## src/sv/cstc_pkg.sv

```systemverilog
// ----------------------------------------------------------------------------
// Case-swap columnar transposition package
// Shared types, register indexes, control-store layout and helper functions.
// ----------------------------------------------------------------------------
package cstc_pkg;

   localparam int MAX_MESSAGE_DEF = 32;
   localparam int MAX_KEY_DEF     = 16;

   localparam logic [7:0] PAD_CHAR     = 8'h20;
   localparam logic [7:0] NEWLINE_CHAR = 8'h0A;

   localparam int CSR_INDEX_W = 3;
   localparam int CSR_DATA_W  = 32;
   localparam int KEY_LEN_W   = 5;
   localparam int CHARS_PER_WORD = 4;

   localparam logic [CSR_INDEX_W-1:0] REG_KEY_LENGTH    = 3'd0;
   localparam logic [CSR_INDEX_W-1:0] REG_KEY_CHARS_0_3 = 3'd1;

   typedef struct packed {
      logic [7:0] message_byte;
      logic       message_end;
   } cstc_req_type;

   typedef struct packed {
      logic [7:0] cipher_byte;
      logic       run_end;
      logic       overflowed;
   } cstc_rsp_type;

   // Control store layout.
   localparam int PC_W = 3;

   localparam logic [PC_W-1:0] ST_LOAD      = 3'd0;
   localparam logic [PC_W-1:0] ST_SCAN_INIT = 3'd1;
   localparam logic [PC_W-1:0] ST_SCAN      = 3'd2;
   localparam logic [PC_W-1:0] ST_MARK      = 3'd3;
   localparam logic [PC_W-1:0] ST_READ      = 3'd4;
   localparam logic [PC_W-1:0] ST_SEND      = 3'd5;
   localparam logic [PC_W-1:0] ST_RANK      = 3'd6;
   localparam logic [PC_W-1:0] ST_DONE      = 3'd7;

   localparam logic [1:0] WAIT_NONE = 2'd0;
   localparam logic [1:0] WAIT_REQ  = 2'd1;
   localparam logic [1:0] WAIT_RSP  = 2'd2;

   localparam logic [2:0] COND_ALWAYS    = 3'd0;
   localparam logic [2:0] COND_START     = 3'd1;
   localparam logic [2:0] COND_SCAN_LAST = 3'd2;
   localparam logic [2:0] COND_COL_END   = 3'd3;
   localparam logic [2:0] COND_LAST_RANK = 3'd4;

   typedef struct packed {
      logic [1:0]      wait_sel;
      logic [2:0]      cond_sel;
      logic            scan_clr;
      logic            scan_en;
      logic            mark_en;
      logic            read_en;
      logic            send_en;
      logic            rank_adv;
      logic            msg_clr;
      logic [PC_W-1:0] tgt_true;
      logic [PC_W-1:0] tgt_false;
   } cstc_uword_type;

   typedef struct packed {
      logic req_fire;
      logic rsp_free;
      logic start;
      logic scan_last;
      logic col_end;
      logic last_rank;
   } cstc_cond_type;

   function automatic cstc_uword_type ucode_rom(input logic [PC_W-1:0] pc);
      cstc_uword_type w;
      w = '0;
      w.wait_sel  = WAIT_NONE;
      w.cond_sel  = COND_ALWAYS;
      case (pc)
         ST_LOAD: begin
            w.wait_sel  = WAIT_REQ;
            w.cond_sel  = COND_START;
            w.tgt_true  = ST_SCAN_INIT;
            w.tgt_false = ST_LOAD;
         end
         ST_SCAN_INIT: begin
            w.scan_clr  = 1'b1;
            w.tgt_true  = ST_SCAN;
            w.tgt_false = ST_SCAN;
         end
         ST_SCAN: begin
            w.scan_en   = 1'b1;
            w.cond_sel  = COND_SCAN_LAST;
            w.tgt_true  = ST_MARK;
            w.tgt_false = ST_SCAN;
         end
         ST_MARK: begin
            w.mark_en   = 1'b1;
            w.tgt_true  = ST_READ;
            w.tgt_false = ST_READ;
         end
         ST_READ: begin
            w.read_en   = 1'b1;
            w.tgt_true  = ST_SEND;
            w.tgt_false = ST_SEND;
         end
         ST_SEND: begin
            w.wait_sel  = WAIT_RSP;
            w.send_en   = 1'b1;
            w.cond_sel  = COND_COL_END;
            w.tgt_true  = ST_RANK;
            w.tgt_false = ST_READ;
         end
         ST_RANK: begin
            w.rank_adv  = 1'b1;
            w.cond_sel  = COND_LAST_RANK;
            w.tgt_true  = ST_DONE;
            w.tgt_false = ST_SCAN_INIT;
         end
         ST_DONE: begin
            w.msg_clr   = 1'b1;
            w.tgt_true  = ST_LOAD;
            w.tgt_false = ST_LOAD;
         end
         default: begin
            w.tgt_true  = ST_LOAD;
            w.tgt_false = ST_LOAD;
         end
      endcase
      return w;
   endfunction

   function automatic logic [7:0] swap_case(input logic [7:0] c);
      logic [7:0] r;
      r = c;
      if (c >= 8'h61 && c <= 8'h7A) begin
         r = c - 8'h20;
      end else if (c >= 8'h41 && c <= 8'h5A) begin
         r = c + 8'h20;
      end
      return r;
   endfunction

endpackage

```

## src/sv/case_swap_columnar_transposition_unit.sv

```systemverilog
// ----------------------------------------------------------------------------
// Case-swap columnar transposition unit
// Buffers a message with letter case swapped and emits its columnar
// transposition under a programmable key.
// ----------------------------------------------------------------------------
// Message beats are taken one per cycle while loading. After the end beat a
// microcoded sequencer emits the transposition: for each column it restarts the
// scan, steps through each key character in use to find the next smallest key
// character, selects that column, then for each output beat reads the buffer
// and loads the output register (waiting while the output stalls), and closes
// the column; a final step clears the message state.
// The next message is accepted only after the last output beat is loaded.
module case_swap_columnar_transposition_unit
   import cstc_pkg::*;
#(
   parameter int MAX_MESSAGE = MAX_MESSAGE_DEF,
   parameter int MAX_KEY     = MAX_KEY_DEF
)
(
   input  logic                   clock,
   input  logic                   reset,
   input  logic                   req_valid,
   output logic                   req_ready,
   input  cstc_req_type           req_payload,
   output logic                   rsp_valid,
   input  logic                   rsp_ready,
   output cstc_rsp_type           rsp_payload,
   input  logic                   csr_we,
   input  logic [CSR_INDEX_W-1:0] csr_index,
   input  logic [CSR_DATA_W-1:0]  csr_wdata
);

   localparam int AW = (MAX_MESSAGE > 1) ? $clog2(MAX_MESSAGE) : 1;
   localparam int CW = $clog2(MAX_MESSAGE + 1);
   localparam int KW = (MAX_KEY > 1) ? $clog2(MAX_KEY) : 1;
   localparam int PW = $clog2(MAX_MESSAGE + MAX_KEY + 1);

   cstc_uword_type uword;
   cstc_cond_type  cond;

   logic [KEY_LEN_W-1:0] key_length_ff;
   logic [7:0]           key_ff [MAX_KEY];

   logic [7:0]    mem [MAX_MESSAGE];
   logic [7:0]    mem_rd_ff;
   logic          pad_ff;

   logic [CW-1:0] count_ff, count_in, count_after;
   logic          drop_ff, drop_in;

   logic [MAX_KEY-1:0] taken_ff;
   logic [KW-1:0]      idx_ff;
   logic [KW-1:0]      best_ff;
   logic [7:0]         best_key_ff;
   logic               best_vld_ff;
   logic [KW-1:0]      col_ff;
   logic [KW-1:0]      rank_ff;
   logic [PW-1:0]      row_base_ff;

   logic               rsp_valid_ff;
   cstc_rsp_type       rsp_ff;

   logic [KEY_LEN_W-1:0] wid, wid_m1;
   logic                 req_fire, keep, room, store_en, empty_end;
   logic                 rsp_free, send_go, better;
   logic [PW-1:0]        rb_next, pos;

   always_comb begin
      if (key_length_ff == '0) begin
         wid = KEY_LEN_W'(1);
      end else if (key_length_ff > KEY_LEN_W'(MAX_KEY)) begin
         wid = KEY_LEN_W'(MAX_KEY);
      end else begin
         wid = key_length_ff;
      end
   end
   assign wid_m1 = wid - KEY_LEN_W'(1);

   // Load side.
   assign req_ready   = (uword.wait_sel == WAIT_REQ);
   assign req_fire    = req_valid && req_ready;
   assign keep        = !(req_payload.message_end && req_payload.message_byte == NEWLINE_CHAR);
   assign room        = count_ff < CW'(MAX_MESSAGE);
   assign store_en    = req_fire && keep && room;
   assign count_after = count_ff + CW'(store_en);
   assign empty_end   = req_fire && req_payload.message_end && count_after == '0;

   always_comb begin
      count_in = count_after;
      drop_in  = drop_ff;
      if (req_fire && keep && !room) begin
         drop_in = 1'b1;
      end
      if (uword.msg_clr || empty_end) begin
         count_in = '0;
         drop_in  = 1'b0;
      end
   end

   // Datapath conditions.
   assign better  = !taken_ff[idx_ff] && (!best_vld_ff || key_ff[idx_ff] < best_key_ff);
   assign rb_next = row_base_ff + PW'(wid);
   assign pos     = row_base_ff + PW'(col_ff);
   assign rsp_free = !rsp_valid_ff || rsp_ready;
   assign send_go  = uword.send_en && rsp_free;

   assign cond.req_fire  = req_fire;
   assign cond.rsp_free  = rsp_free;
   assign cond.start     = req_payload.message_end && count_after != '0;
   assign cond.scan_last = KEY_LEN_W'(idx_ff) == wid_m1;
   assign cond.col_end   = rb_next >= PW'(count_ff);
   assign cond.last_rank = KEY_LEN_W'(rank_ff) == wid_m1;

   cstc_useq u_seq (
      .clock (clock),
      .reset (reset),
      .cond  (cond),
      .uword (uword)
   );

   // Configuration registers.
   always_ff @(posedge clock) begin
      if (reset) begin
         key_length_ff <= KEY_LEN_W'(1);
      end else if (csr_we && csr_index == REG_KEY_LENGTH) begin
         key_length_ff <= csr_wdata[KEY_LEN_W-1:0];
      end
   end

   for (genvar j = 0; j < MAX_KEY; j++) begin : g_key
      always_ff @(posedge clock) begin
         if (reset) begin
            key_ff[j] <= '0;
         end else if (csr_we &&
                      csr_index == REG_KEY_CHARS_0_3 + CSR_INDEX_W'(j / CHARS_PER_WORD)) begin
            key_ff[j] <= csr_wdata[8*(j % CHARS_PER_WORD) +: 8];
         end
      end
   end

   // Message buffer.
   always_ff @(posedge clock) begin
      if (store_en) begin
         mem[count_ff[AW-1:0]] <= swap_case(req_payload.message_byte);
      end
      if (uword.read_en) begin
         pad_ff <= !(pos < PW'(count_ff));
         if (pos < PW'(count_ff)) begin
            mem_rd_ff <= mem[pos[AW-1:0]];
         end
      end
   end

   // Column selection and readout control.
   always_ff @(posedge clock) begin
      if (reset) begin
         count_ff    <= '0;
         drop_ff     <= 1'b0;
         taken_ff    <= '0;
         idx_ff      <= '0;
         best_ff     <= '0;
         best_vld_ff <= 1'b0;
         col_ff      <= '0;
         rank_ff     <= '0;
         row_base_ff <= '0;
      end else begin
         count_ff <= count_in;
         drop_ff  <= drop_in;
         if (uword.scan_clr) begin
            idx_ff      <= '0;
            best_vld_ff <= 1'b0;
         end
         if (uword.scan_en) begin
            idx_ff <= idx_ff + KW'(1);
            if (better) begin
               best_ff     <= idx_ff;
               best_vld_ff <= 1'b1;
            end
         end
         if (uword.mark_en) begin
            col_ff            <= best_ff;
            taken_ff[best_ff] <= 1'b1;
            row_base_ff       <= '0;
         end
         if (send_go) begin
            row_base_ff <= rb_next;
         end
         if (uword.rank_adv) begin
            rank_ff <= rank_ff + KW'(1);
         end
         if (uword.msg_clr) begin
            taken_ff <= '0;
            rank_ff  <= '0;
         end
      end
   end

   always_ff @(posedge clock) begin
      if (uword.scan_en && better) begin
         best_key_ff <= key_ff[idx_ff];
      end
   end

   // Output register.
   always_ff @(posedge clock) begin
      if (reset) begin
         rsp_valid_ff <= 1'b0;
      end else if (send_go) begin
         rsp_valid_ff <= 1'b1;
      end else if (rsp_ready) begin
         rsp_valid_ff <= 1'b0;
      end
   end

   always_ff @(posedge clock) begin
      if (send_go) begin
         rsp_ff.cipher_byte <= pad_ff ? PAD_CHAR : mem_rd_ff;
         rsp_ff.run_end     <= cond.col_end && cond.last_rank;
         rsp_ff.overflowed  <= drop_ff;
      end
   end

   assign rsp_valid   = rsp_valid_ff;
   assign rsp_payload = rsp_ff;

endmodule

```

## src/sv/cstc_useq.sv

```systemverilog
// ----------------------------------------------------------------------------
// Case-swap columnar transposition sequencer
// Step counter over the control store, with wait gating and two-way jumps.
// ----------------------------------------------------------------------------
module cstc_useq
   import cstc_pkg::*;
(
   input  logic           clock,
   input  logic           reset,
   input  cstc_cond_type  cond,
   output cstc_uword_type uword
);

   logic [PC_W-1:0] pc_ff;
   logic [PC_W-1:0] pc_in;
   logic            go;
   logic            cond_val;

   assign uword = ucode_rom(pc_ff);

   always_comb begin
      case (uword.wait_sel)
         WAIT_NONE: go = 1'b1;
         WAIT_REQ:  go = cond.req_fire;
         WAIT_RSP:  go = cond.rsp_free;
         default:   go = 1'b1;
      endcase
      case (uword.cond_sel)
         COND_ALWAYS:    cond_val = 1'b1;
         COND_START:     cond_val = cond.start;
         COND_SCAN_LAST: cond_val = cond.scan_last;
         COND_COL_END:   cond_val = cond.col_end;
         COND_LAST_RANK: cond_val = cond.last_rank;
         default:        cond_val = 1'b1;
      endcase
      if (!go) begin
         pc_in = pc_ff;
      end else if (cond_val) begin
         pc_in = uword.tgt_true;
      end else begin
         pc_in = uword.tgt_false;
      end
   end

   always_ff @(posedge clock) begin
      if (reset) begin
         pc_ff <= ST_LOAD;
      end else begin
         pc_ff <= pc_in;
      end
   end

endmodule

```

## config.mk

```make
export PLATFORM = sky130hd
export DESIGN_NAME = case_swap_columnar_transposition_unit
export DESIGN_NICKNAME = d
export VERILOG_FILES = /design/src/sv/cstc_pkg.sv /design/src/sv/case_swap_columnar_transposition_unit.sv /design/src/sv/cstc_useq.sv
export SDC_FILE = /design/constraint.sdc
export NUM_CORES = 1
export LEC_CHECK = 0
export BUFFER_PORTS_ARGS = -buffer_cell sky130_fd_sc_hd__buf_4
export CAP_MARGIN = 10
export CELL_PAD_IN_SITES_DETAIL_PLACEMENT = 0
export CELL_PAD_IN_SITES_GLOBAL_PLACEMENT = 1
export CORE_MARGIN = 3
export CORE_UTILIZATION = 40
export DETAILED_ROUTE_END_ITERATION = 7
export PLACE_DENSITY = 0.6
export REMOVE_ABC_BUFFERS = 1
export SYNTH_ARGS = -nofsm -noshare
export SYNTH_HDL_FRONTEND = slang
export SYNTH_SLANG_ARGS = --single-unit
```

## constraint.sdc

```tcl
create_clock -name clock -period 6 [get_ports clock]
set_clock_uncertainty 0.2 [all_clocks]
set_input_delay 0.3 -clock clock [delete_from_list [all_inputs] [get_ports clock]]
set_output_delay 0.3 -clock clock [all_outputs]
set_load 0.02 [all_outputs]
```

# Word-level counts from Yosys, hierarchy flattened
# Memory sizes are Yosys's and may differ from the RTL's. A register that Yosys moved wholly into a read port is not among the register bits.
# Cells that the tools add are included.
[op_classes]
n_addsub = 8
mul = 0
div = 0
n_lt_le_gt_ge = 12
n_eq_ne = 20
shift = 0
mux = 65
bitwise = 17
n_reduce_logical = 41
[ops]
columns = ["cell", "count"]
rows = [
  ["$mux W8", 19],
  ["$pmux W6 S8", 1],
  ["$mux W1", 30],
  ["$logic_and A1 B1 Y1", 20],
  ["$eq A3 B2 Y1 const B", 6],
  ["$eq A3 B3 Y1 const B", 6],
  ["$ge A8 B7 Y1 const B", 2],
  ["$le A8 B7 Y1 const B", 2],
  ["$mux W4", 4],
  ["$or A1 B1 Y1", 16],
  ["$or A16 B16 Y16", 1],
  ["$mux W6", 2],
  ["$pmux W3 S4", 1],
  ["$eq A4 B5 Y1", 2],
  ["$lt A4 B5 Y1 const B", 2],
  ["$mux W5", 2],
  ["$eq A3 B1 Y1 const B", 3],
  ["$add A4 B1 Y4 const B", 2],
  ["$add A8 B6 Y8 const B", 1],
  ["$eq A8 B4 Y1 const B", 1],
  ["$lt A8 B8 Y1", 1],
  ["$sub A8 B6 Y8 const B", 1],
  ["$add A6 B1 Y6", 1],
  ["$add A6 B4 Y6", 1],
  ["24 further kinds", 36],
]
[word_totals]
ff_bits = 74
latch_bits = 0
mem_bits_rw = 384
romBits = 0
memories = 2
[memory_table]
columns = ["memory", "words", "width", "read_ports", "rd_ports_with_merged_regs", "write_ports", "line", "rtl"]
rows = [
  ["mem", 32, 8, 1, 1, 1, "case_swap_columnar_transposition_unit.sv:44", "logic [7:0] mem [MAX_MESSAGE];"],
  ["key_ff", 16, 8, 1, 1, 16, "case_swap_columnar_transposition_unit.sv:42", "logic [7:0] key_ff [MAX_KEY];"],
]

# Logic depth before layout (Yosys ltp)
# Gate-level depths: netlist of the first run.
[depth]
word_depth = 11
depth_mapped = 18

# Modules after synthesis
# From an unflattened synthesis of the first run, not the netlist that was laid out.
[hier_totals]
cells_unflattened = 1223
hier_area_um2 = 20269.4
[modules_own_cells]
columns = ["mod", "n_inst", "cells_each", "area_per_inst_um2", "seq_area_each_um2"]
rows = [
  ["case_swap_columnar_transposition_unit", 1, 1183, 19927.9, 13462.9],
  ["cstc_useq", 1, 40, 341.6, 60.1],
]

# Least setup slack after synthesis of the first run
# No wires, ideal clock.
[synth_path]
path_kind = "flip-flop to flip-flop"
startpoint = "register col_ff[0]"
endpoint = "register mem_rd_ff[0], read port of mem (enable)"
setup_time_ps = 419
t_arrival_ps = 4346
required_time_ps = 5381
setup_slack_ps = 1035
stages_incl_launch_ff = 11
path_buffers = 1
period_less_slack_ps = 4965
cell_sequence = "dfxtp_1 > ha_1 > fa_1 > xnor2_1 > buf_2 > inv_1 > ha_1 > a21o_1 > a21o_1 > a21o_1 > a2111oi_0"
[synth_via]
elab_chain_cells = 3
[synth_lines]
columns = ["element", "line", "rtl"]
rows = [
  ["start, declared", "case_swap_columnar_transposition_unit.sv:56", "logic [KW-1:0] col_ff;"],
  ["start signal, assigned", "case_swap_columnar_transposition_unit.sv:181", "col_ff <= best_ff;"],
  ["$add A6 B4 Y6 (*)", "case_swap_columnar_transposition_unit.sv:103", "assign pos = row_base_ff + PW'(col_ff);"],
  ["$lt A6 B6 Y1", "case_swap_columnar_transposition_unit.sv:148", "if (pos < PW'(count_ff)) begin"],
  ["$reduce_and A2 Y1 (no source line)", "n/a", ""],
  ["end, declared", "case_swap_columnar_transposition_unit.sv:45", "logic [7:0] mem_rd_ff;"],
]
# Every way passes the cells marked *; elsewhere a longest branch is shown, timed or not.
# A chain may end at the register's enable or synchronous reset.

==> results of run 1 <==
-- metal layers --
metal  up-vias  wire, microns  track usage, %  share of wire [%]
li1       4963              -               -                  -
met1      5510          21400            26.0                 47
met2       213          20800            26.8                 46
met3        55           2180            3.36                4.8
met4         0            755            3.74                1.7
met5         -              0               0                  0
-- worst max-delay path, delay by kind of cell (launching register included) --
kind	cells	cell delay (ns)
AOI/OAI and AO/OA	4	1.37
and+or+nand+nor	1	0.08
buffers and inverters	1	0.34
adders and majority gates	1	0.19
muxes	2	1.03
DFF	1	0.88
-- cell type report --
| type | count | area share [%] |
|---|---|---|
| Clock buffer | 71 | 6.17 |
| Clock inverter | 19 | 0.558 |
| Inverter | 36 | 0.574 |
| Multi-Input combinational cell | 663 | 27.2 |
| Sequential cell | 470 | 57.4 |
| Tap cell | 664 | 3.53 |
| Timing Repair Buffer | 126 | 4.54 |
-- metrics by stage --
step | total power [mW] | hold WS, ns | utilization (%) | area [sq um]
after global placement | 4.79 | 0.224 | 43.4 | 21500
after detailed placement | 4.80 | 0.232 | 43.4 | 21500
final | 7.71 | 0.0495 | 47.6 | 23600
after CTS | 7.82 | 0.0169 | 47.6 | 23600
after floorplan | 4.46 | 0.169 | - | 20000
after global routing | 8.04 | 0.0491 | 47.6 | 23600
-- cells by family (layout without fill, tap and decap cells) --
group	count (synthesis)	after routing
AO/OA/AOI/OAI	102	102
adder cells (fa/ha/maj)	42	42
AND/OR/NAND/NOR	350	350
XOR/XNOR	26	26
buffers and inverters	92	252
flip-flops	470	470
multiplexers	143	143
-- layout by cell type (no fill, tap or decap), types with 32 or more instances in the layout --
cell	count
edfxtp_1	411
ha_1	37
mux4_2	124
and2_1	130
nor2_1	94
inv_1	32
dlygate4sd3_1	49
buf_4	77
a21oi_1	34
clkbuf_16	53
dfxtp_1	58
-- power groups by stage --
stage               combinational, mW  clock [mW]  sequential [mW]
CTS                             0.944        3.07             3.81
detailed placement              0.916           0             3.88
global route                     1.02        3.19             3.83
finish                          0.930        2.98             3.81
global placement                0.913           0             3.88
floorplan                       0.598           0             3.86
-- final timing paths --
check	start	endpoint	slack, ns	cells after the start
min reg2reg	drop_ff	rsp_payload[0]	0.24	0
min	csr_index[1]	key_length_ff[0]	0.05	4
max reg2reg	flip-flop	best_key_ff[3]	1.49	9
max	flip-flop	best_key_ff[3]	1.49	9
-- registers in the layout (all words and copies together) (netlist names), named ones only --
name           count
mem              256
key_ff           128
taken_ff          16
rsp_payload       10
best_key_ff        8
mem_rd_ff          8
count_ff           6
row_base_ff        6
key_length_ff      5
best_ff            4
col_ff             4
idx_ff             4
rank_ff            4
u_seq.pc_ff        3
best_vld_ff        1
drop_ff            1
pad_ff             1
rsp_valid          1
==> metrics, run 1 <==
outcome completed; CTS Buffer Depth 3; CTS tree yes; IR Drop Worst-Case VDD 0.201 mV; synth cell count leaders edfxtp_1, and2_1, mux4_2; Worst-Skew Late Latency 0.59 ns; final setup margin 1.49 ns; largest area contributor in the netlist edfxtp_1; count leader, synth edfxtp_1; I/O pins 61; htree depth 2; kind of critical path reg -> reg; area of the mapped netlist 0.0202 sq mm; Slew HR 21.0%; gpl congestion 0.740; placed cells 1,910; post-synthesis cell count 1,225; Least-Margin Pin Slew 1.18 ns; Post-synth EDFFs 411; Pint 5.87 mW; Vias/cell 5.24; Nets 1,437; Reg power frac 49.4%; Yosys cell types 59; crit path max-delay cell type a2111oi_4; DR WL/cell 22.0 microns; routed wire length 45,100 microns; layout cell share with drive strength beyond 1 22.1%; Initial Util 40.8%; footprint of the multi-input gates 0.00642 sq mm; Setup crit start kind flip-flop; die height 231 microns; sw frac 23.9%; ANT cells 0; Hold Buf Count CTS 49; vias in the first global route 10,900; CTS buffer count 51; Final Hold Viols 0; Vias 10,700; synth-to-layout area growth 16.6%; most area-consuming cells after synthesis edfxtp_1, mux4_2, dfxtp_1, and2_1, ha_1; post-cts repair resize count 0; Detail Route Antenna Nets 0; Post-Synth Adder-Cell Area 2.65%; fill count 4,305; I/O Buffers 60; largest net degree at the start of global routing 65; post-CTS repair timing setup buffer count 0; setup slack at placement 1.36 ns; Max FO, Critical Path 25; ys async rst share 0%; first-pass GRT wire length 69,800 microns; Die W 231 microns; Worst-path clk slew 0.06 ns; Core Area 0.0495 sq mm; Post-Synth XOR/XNOR Area 1.13%; number of core rows 81; number of remaining DRC errors 0; Mean Syn Cell Area 16.5 sq um; Data arrival, critical path 4.52 ns; max incr delay on CP 0.89 ns; Final Non-Filler Cells 2,049; multiplexer area fraction after synthesis 14.8%; grt ovf 0; clk sinks 470; Simple-Gate Fraction of Synth Area 9.09%; max-slew violation count 0; crit path cell chain buf_4, mux4_2, mux4_2, ha_1, a21o_1, a21o_1, a21oi_1, nor2b_1, a2111oi_4; PwrDens 327 mW/mm^2; setup_tns 0 ns; Hold WC Path Type in -> reg; leakage power 7.89 nW; Post-DP HPWL 29,000 microns; RSZ-0062 raised after global routing false; Initial DRC Count 809; Synth Register Bits 470; combinational family with the most area after synthesis multiplexers; Max Cap Viol 0; Die ar. 0.0532 sq mm; Sequential Area 0.0135 sq mm; setup violators final 0; ys flop type edfxtp_1; share of the synthesized area in the top cell type 61.1%; Synth Warn # 0; Root Buffer clkbuf_16; compound-gate portion of the synthesized area 3.54%; initial antenna violation count 0; combinational power share 12.1%; Clk pwr share 38.6%; drt pass-1 iters 5; Seq/Total Area, Yosys 67.0%; gr usage total 17.4%; fin crit period 4.51 ns; CP Capture Type flip-flop; switching pwr 1.84 mW; WP data required 6.01 ns; fmax 222 MHz; period utilization 75.2%
Note: power is estimated with default switching activity, not from simulation.
==> run 2, diff against run 1 <==
--- a/config.mk
+++ b/config.mk
@@ -12,7 +12,7 @@
 export CORE_MARGIN = 3
 export CORE_UTILIZATION = 40
 export DETAILED_ROUTE_END_ITERATION = 7
-export PLACE_DENSITY = 0.6
+export PLACE_DENSITY = 0.63
 export REMOVE_ABC_BUFFERS = 1
 export SYNTH_ARGS = -nofsm -noshare
 export SYNTH_HDL_FRONTEND = slang
==> constraint.sdc (replaced) <==
create_clock -name clock -period 3.64 [get_ports clock]
set_clock_uncertainty 0.2 [all_clocks]
set_input_delay 0.182 -clock clock [delete_from_list [all_inputs] [get_ports clock]]
set_output_delay 0.182 -clock clock [all_outputs]
set_load 0.02 [all_outputs]
==> run 2 against run 1 <==
Compared with the run above:
- the flow now finishes with violations (setup timing)
- first-iteration DRC count rose by 10%
- utilization rose by 1.7 points
- combinational power rose by 100%
- die area did not move
- maximum frequency rose by 17%
- register-to-register slack got worse by 1.7 ns
- worst setup slack got worse by 1.7 ns
- worst hold slack improved by 0.037 ns
- design area rose by 3.7%
- clock-buffer cell count fell by 8
- critical endpoint is now u_seq.pc_ff[1]
- largest power group unchanged
==> metrics, run 2 (synthesized netlist as in run 1, its figures left out) <==
Max FO, Critical Path 2 (-92%); initial antenna violation count 1 (+1); crit path cell chain or4_4, and2_4, inv_2, ha_4, inv_2, fa_2, buf_6, xnor2_1, xnor2_1, ha_1, or2_1, a311oi_2, nor2_1, or3_1, a311o_1; CTS buffer count 49 (-3.9%); period utilization 105% (+30 points); setup_tns -0.397 ns (-0.397 ns); grt ovf 0 (unchanged); number of remaining DRC errors 0 (unchanged); crit-path leading delay family simple AND/OR/NAND/NOR gates; PwrDens 527 mW/mm^2 (+61%); WP buf/inv 3 (+2); crit path max-delay cell type or4_4; layout cell share with drive strength beyond 1 27.0% (+4.9 points); CP Capture Type flip-flop; most frequent cells in the layout edfxtp_1, buf_4, and2_1; routed wire length 46,000 microns (+1.9%); Final Non-Filler Cells 2,138 (+4.3%); I/O Buffers 60 (unchanged); CTS Buffer Depth 3 (unchanged); most common cell after layout, fill and taps aside edfxtp_1; fin crit period 3.84 ns (-0.670 ns); critical path depth in cells 15 (+6); failing checks setup timing; Die W 231 microns (unchanged); first-pass GRT wire length 70,500 microns (+0.99%); Slew HR 25.7% (+4.7 points); worst r2r dst u_seq.pc_ff[1]; leakage power 8.36 nW (+5.9%); Vias/cell 5.22 (-0.43%); kind of critical path reg -> reg; max reg flops 256 (unchanged); Worst-Skew Late Latency 0.59 ns (about the same); hold endpoint drop_ff; Nets 1,525 (+6.1%); fill count 4,244 (-1.4%); Least-Margin Pin Slew 1.11 ns (-0.0651 ns); Initial Util 40.8% (unchanged); vias in the first global route 11,300 (+3.3%); Root Buffer clkbuf_16; WP data required 3.91 ns (-2.10 ns); outcome complete, but fails checks; CTS tree yes; Setup crit start kind flip-flop; die height 231 microns (unchanged); Max Cap Viol 0 (unchanged); fmax 260 MHz (+17%); final setup margin -0.200 ns (-1.69 ns); max incr delay on CP 0.53 ns (-0.36 ns); I/O pins 61 (unchanged); IR Drop Worst-Case VDD 0.281 mV (+40%); gr usage total 17.5% (+0.078 points); gpl congestion 0.769 (+4.0%); Die ar. 0.0532 sq mm (unchanged); DR WL/cell 21.5 microns (-2.3%); max-slew violation count 0 (unchanged); Data arrival, critical path 4.11 ns (-0.41 ns); htree depth 2 (unchanged); worst min-delay path startpoint req_payload[8]; cell count of the worst reg-to-reg path 15 (+6); WHS Path Cells 8 (+4); setup violators final 3 (+3); Final Total Pwr 12.9 mW (+67%); clk sinks 470 (unchanged); Vias 11,200 (+3.9%); Hold WC Path Type in -> reg; Worst-path clk slew 0.06 ns (about the same); Initial DRC Count 892 (+10%); number of core rows 81 (unchanged); flop-to-flop setup slack -0.20 ns (-1.69 ns); Final Hold Viols 0 (unchanged); drt pass-1 iters 5 (unchanged); placed cells 1,990 (+4.2%); synth-to-layout area growth 20.9%; Post-DP HPWL 30,000 microns (+3.5%); largest net degree at the start of global routing 56 (-14%); RSZ-0062 raised after global routing true; Hold WS 0.0869 ns (+0.0374 ns); Detail Route Antenna Nets 0 (unchanged); Core Area 0.0495 sq mm (unchanged); FF-to-FF Start key_length_ff[4]
-- run 2: changes by cell type in the layout (fill, tap and decap cells not counted), moves of 4 or more --
cell       change
buf_12         +8
clkbuf_8       -6
buf_4         +74
clkbuf_16      -4
clkinv_1      +10
clkinv_2       -8
-- run 2: stage by stage --
step	utilization [%]	cell area [sq um]	worst slack, ns
2_1_floorplan	-	20000	-1.95
3_3_place_gp	44.9	22200	-0.381
3_5_place_dp	44.9	22200	-0.404
4_1_cts	49.2	24300	-0.198
5_1_grt	49.4	24400	-0.365
6_report	49.4	24400	-0.200
-- run 2: layout make-up --
| cell class | count | area, sq um | area share (%) |
|---|---|---|---|
| Sequential cell | 470 | 13500 | 55.4 |
| Clock buffer | 63 | 1280 | 5.24 |
| Tap cell | 664 | 831 | 3.40 |
| Inverter | 36 | 135 | 0.553 |
| Timing Repair Buffer | 216 | 1880 | 7.70 |
| Multi-Input combinational cell | 663 | 6520 | 26.7 |
| Antenna cell | 1 | 2.50 | 0.0102 |
| Clock inverter | 25 | 245 | 1.00 |
-- run 2: what timing repair did --
item | 4_1_cts | 5_1_grt
gates resized for setup | 17 | 13
hold buffers | 52 | 0
setup endpoints to repair | 6 | 17
cloned | 0 | 0
pin swaps | 15 | 10
hold endpoints to repair | 296 | 0
buffers inserted | 5 | 3
-- run 2: per-layer routing --
layer	track usage, %	wire [microns]	vias up
met1	27.6	22500	5717
li1	-	-	5137
met3	2.79	2230	62
met5	0	0	-
met4	3.91	826	0
met2	25.6	20400	243
-- run 2: worst max path at each step --
| stage | from | end | slack [ns] |
|---|---|---|---|
| 3_5_place_dp | key_length_ff[4] | u_seq.pc_ff[1] | -0.40 |
| 5_1_grt | key_length_ff[4] | u_seq.pc_ff[1] | -0.36 |
| 2_1_floorplan | col_ff[0] | mem_rd_ff[0] | -1.95 |
| 6_report | key_length_ff[4] | u_seq.pc_ff[1] | -0.20 |
| 4_1_cts | key_length_ff[4] | u_seq.pc_ff[1] | -0.20 |
| 3_3_place_gp | key_length_ff[4] | u_seq.pc_ff[1] | -0.38 |
-- run 2: worst register-to-register path: stages, from the launching register on --
cell,delay [ns]
dfxtp_2,0.32
or4_4,0.53
and2_4,0.16
inv_2,0.06
ha_4,0.13
inv_2,0.04
fa_2,0.37
buf_6,0.13
xnor2_1,0.12
xnor2_1,0.23
ha_1,0.26
or2_1,0.25
a311oi_2,0.28
nor2_1,0.10
or3_1,0.31
a311o_1,0.26
-- run 2: where the power goes --
part / switching, mW / internal, mW / leakage [nW]
Sequential: 0.0989 / 6.12 / 4.26
Combinational: 0.950 / 0.914 / 3.36
Clock: 2.03 / 2.76 / 0.732
Total: 3.07 / 9.79 / 8.36
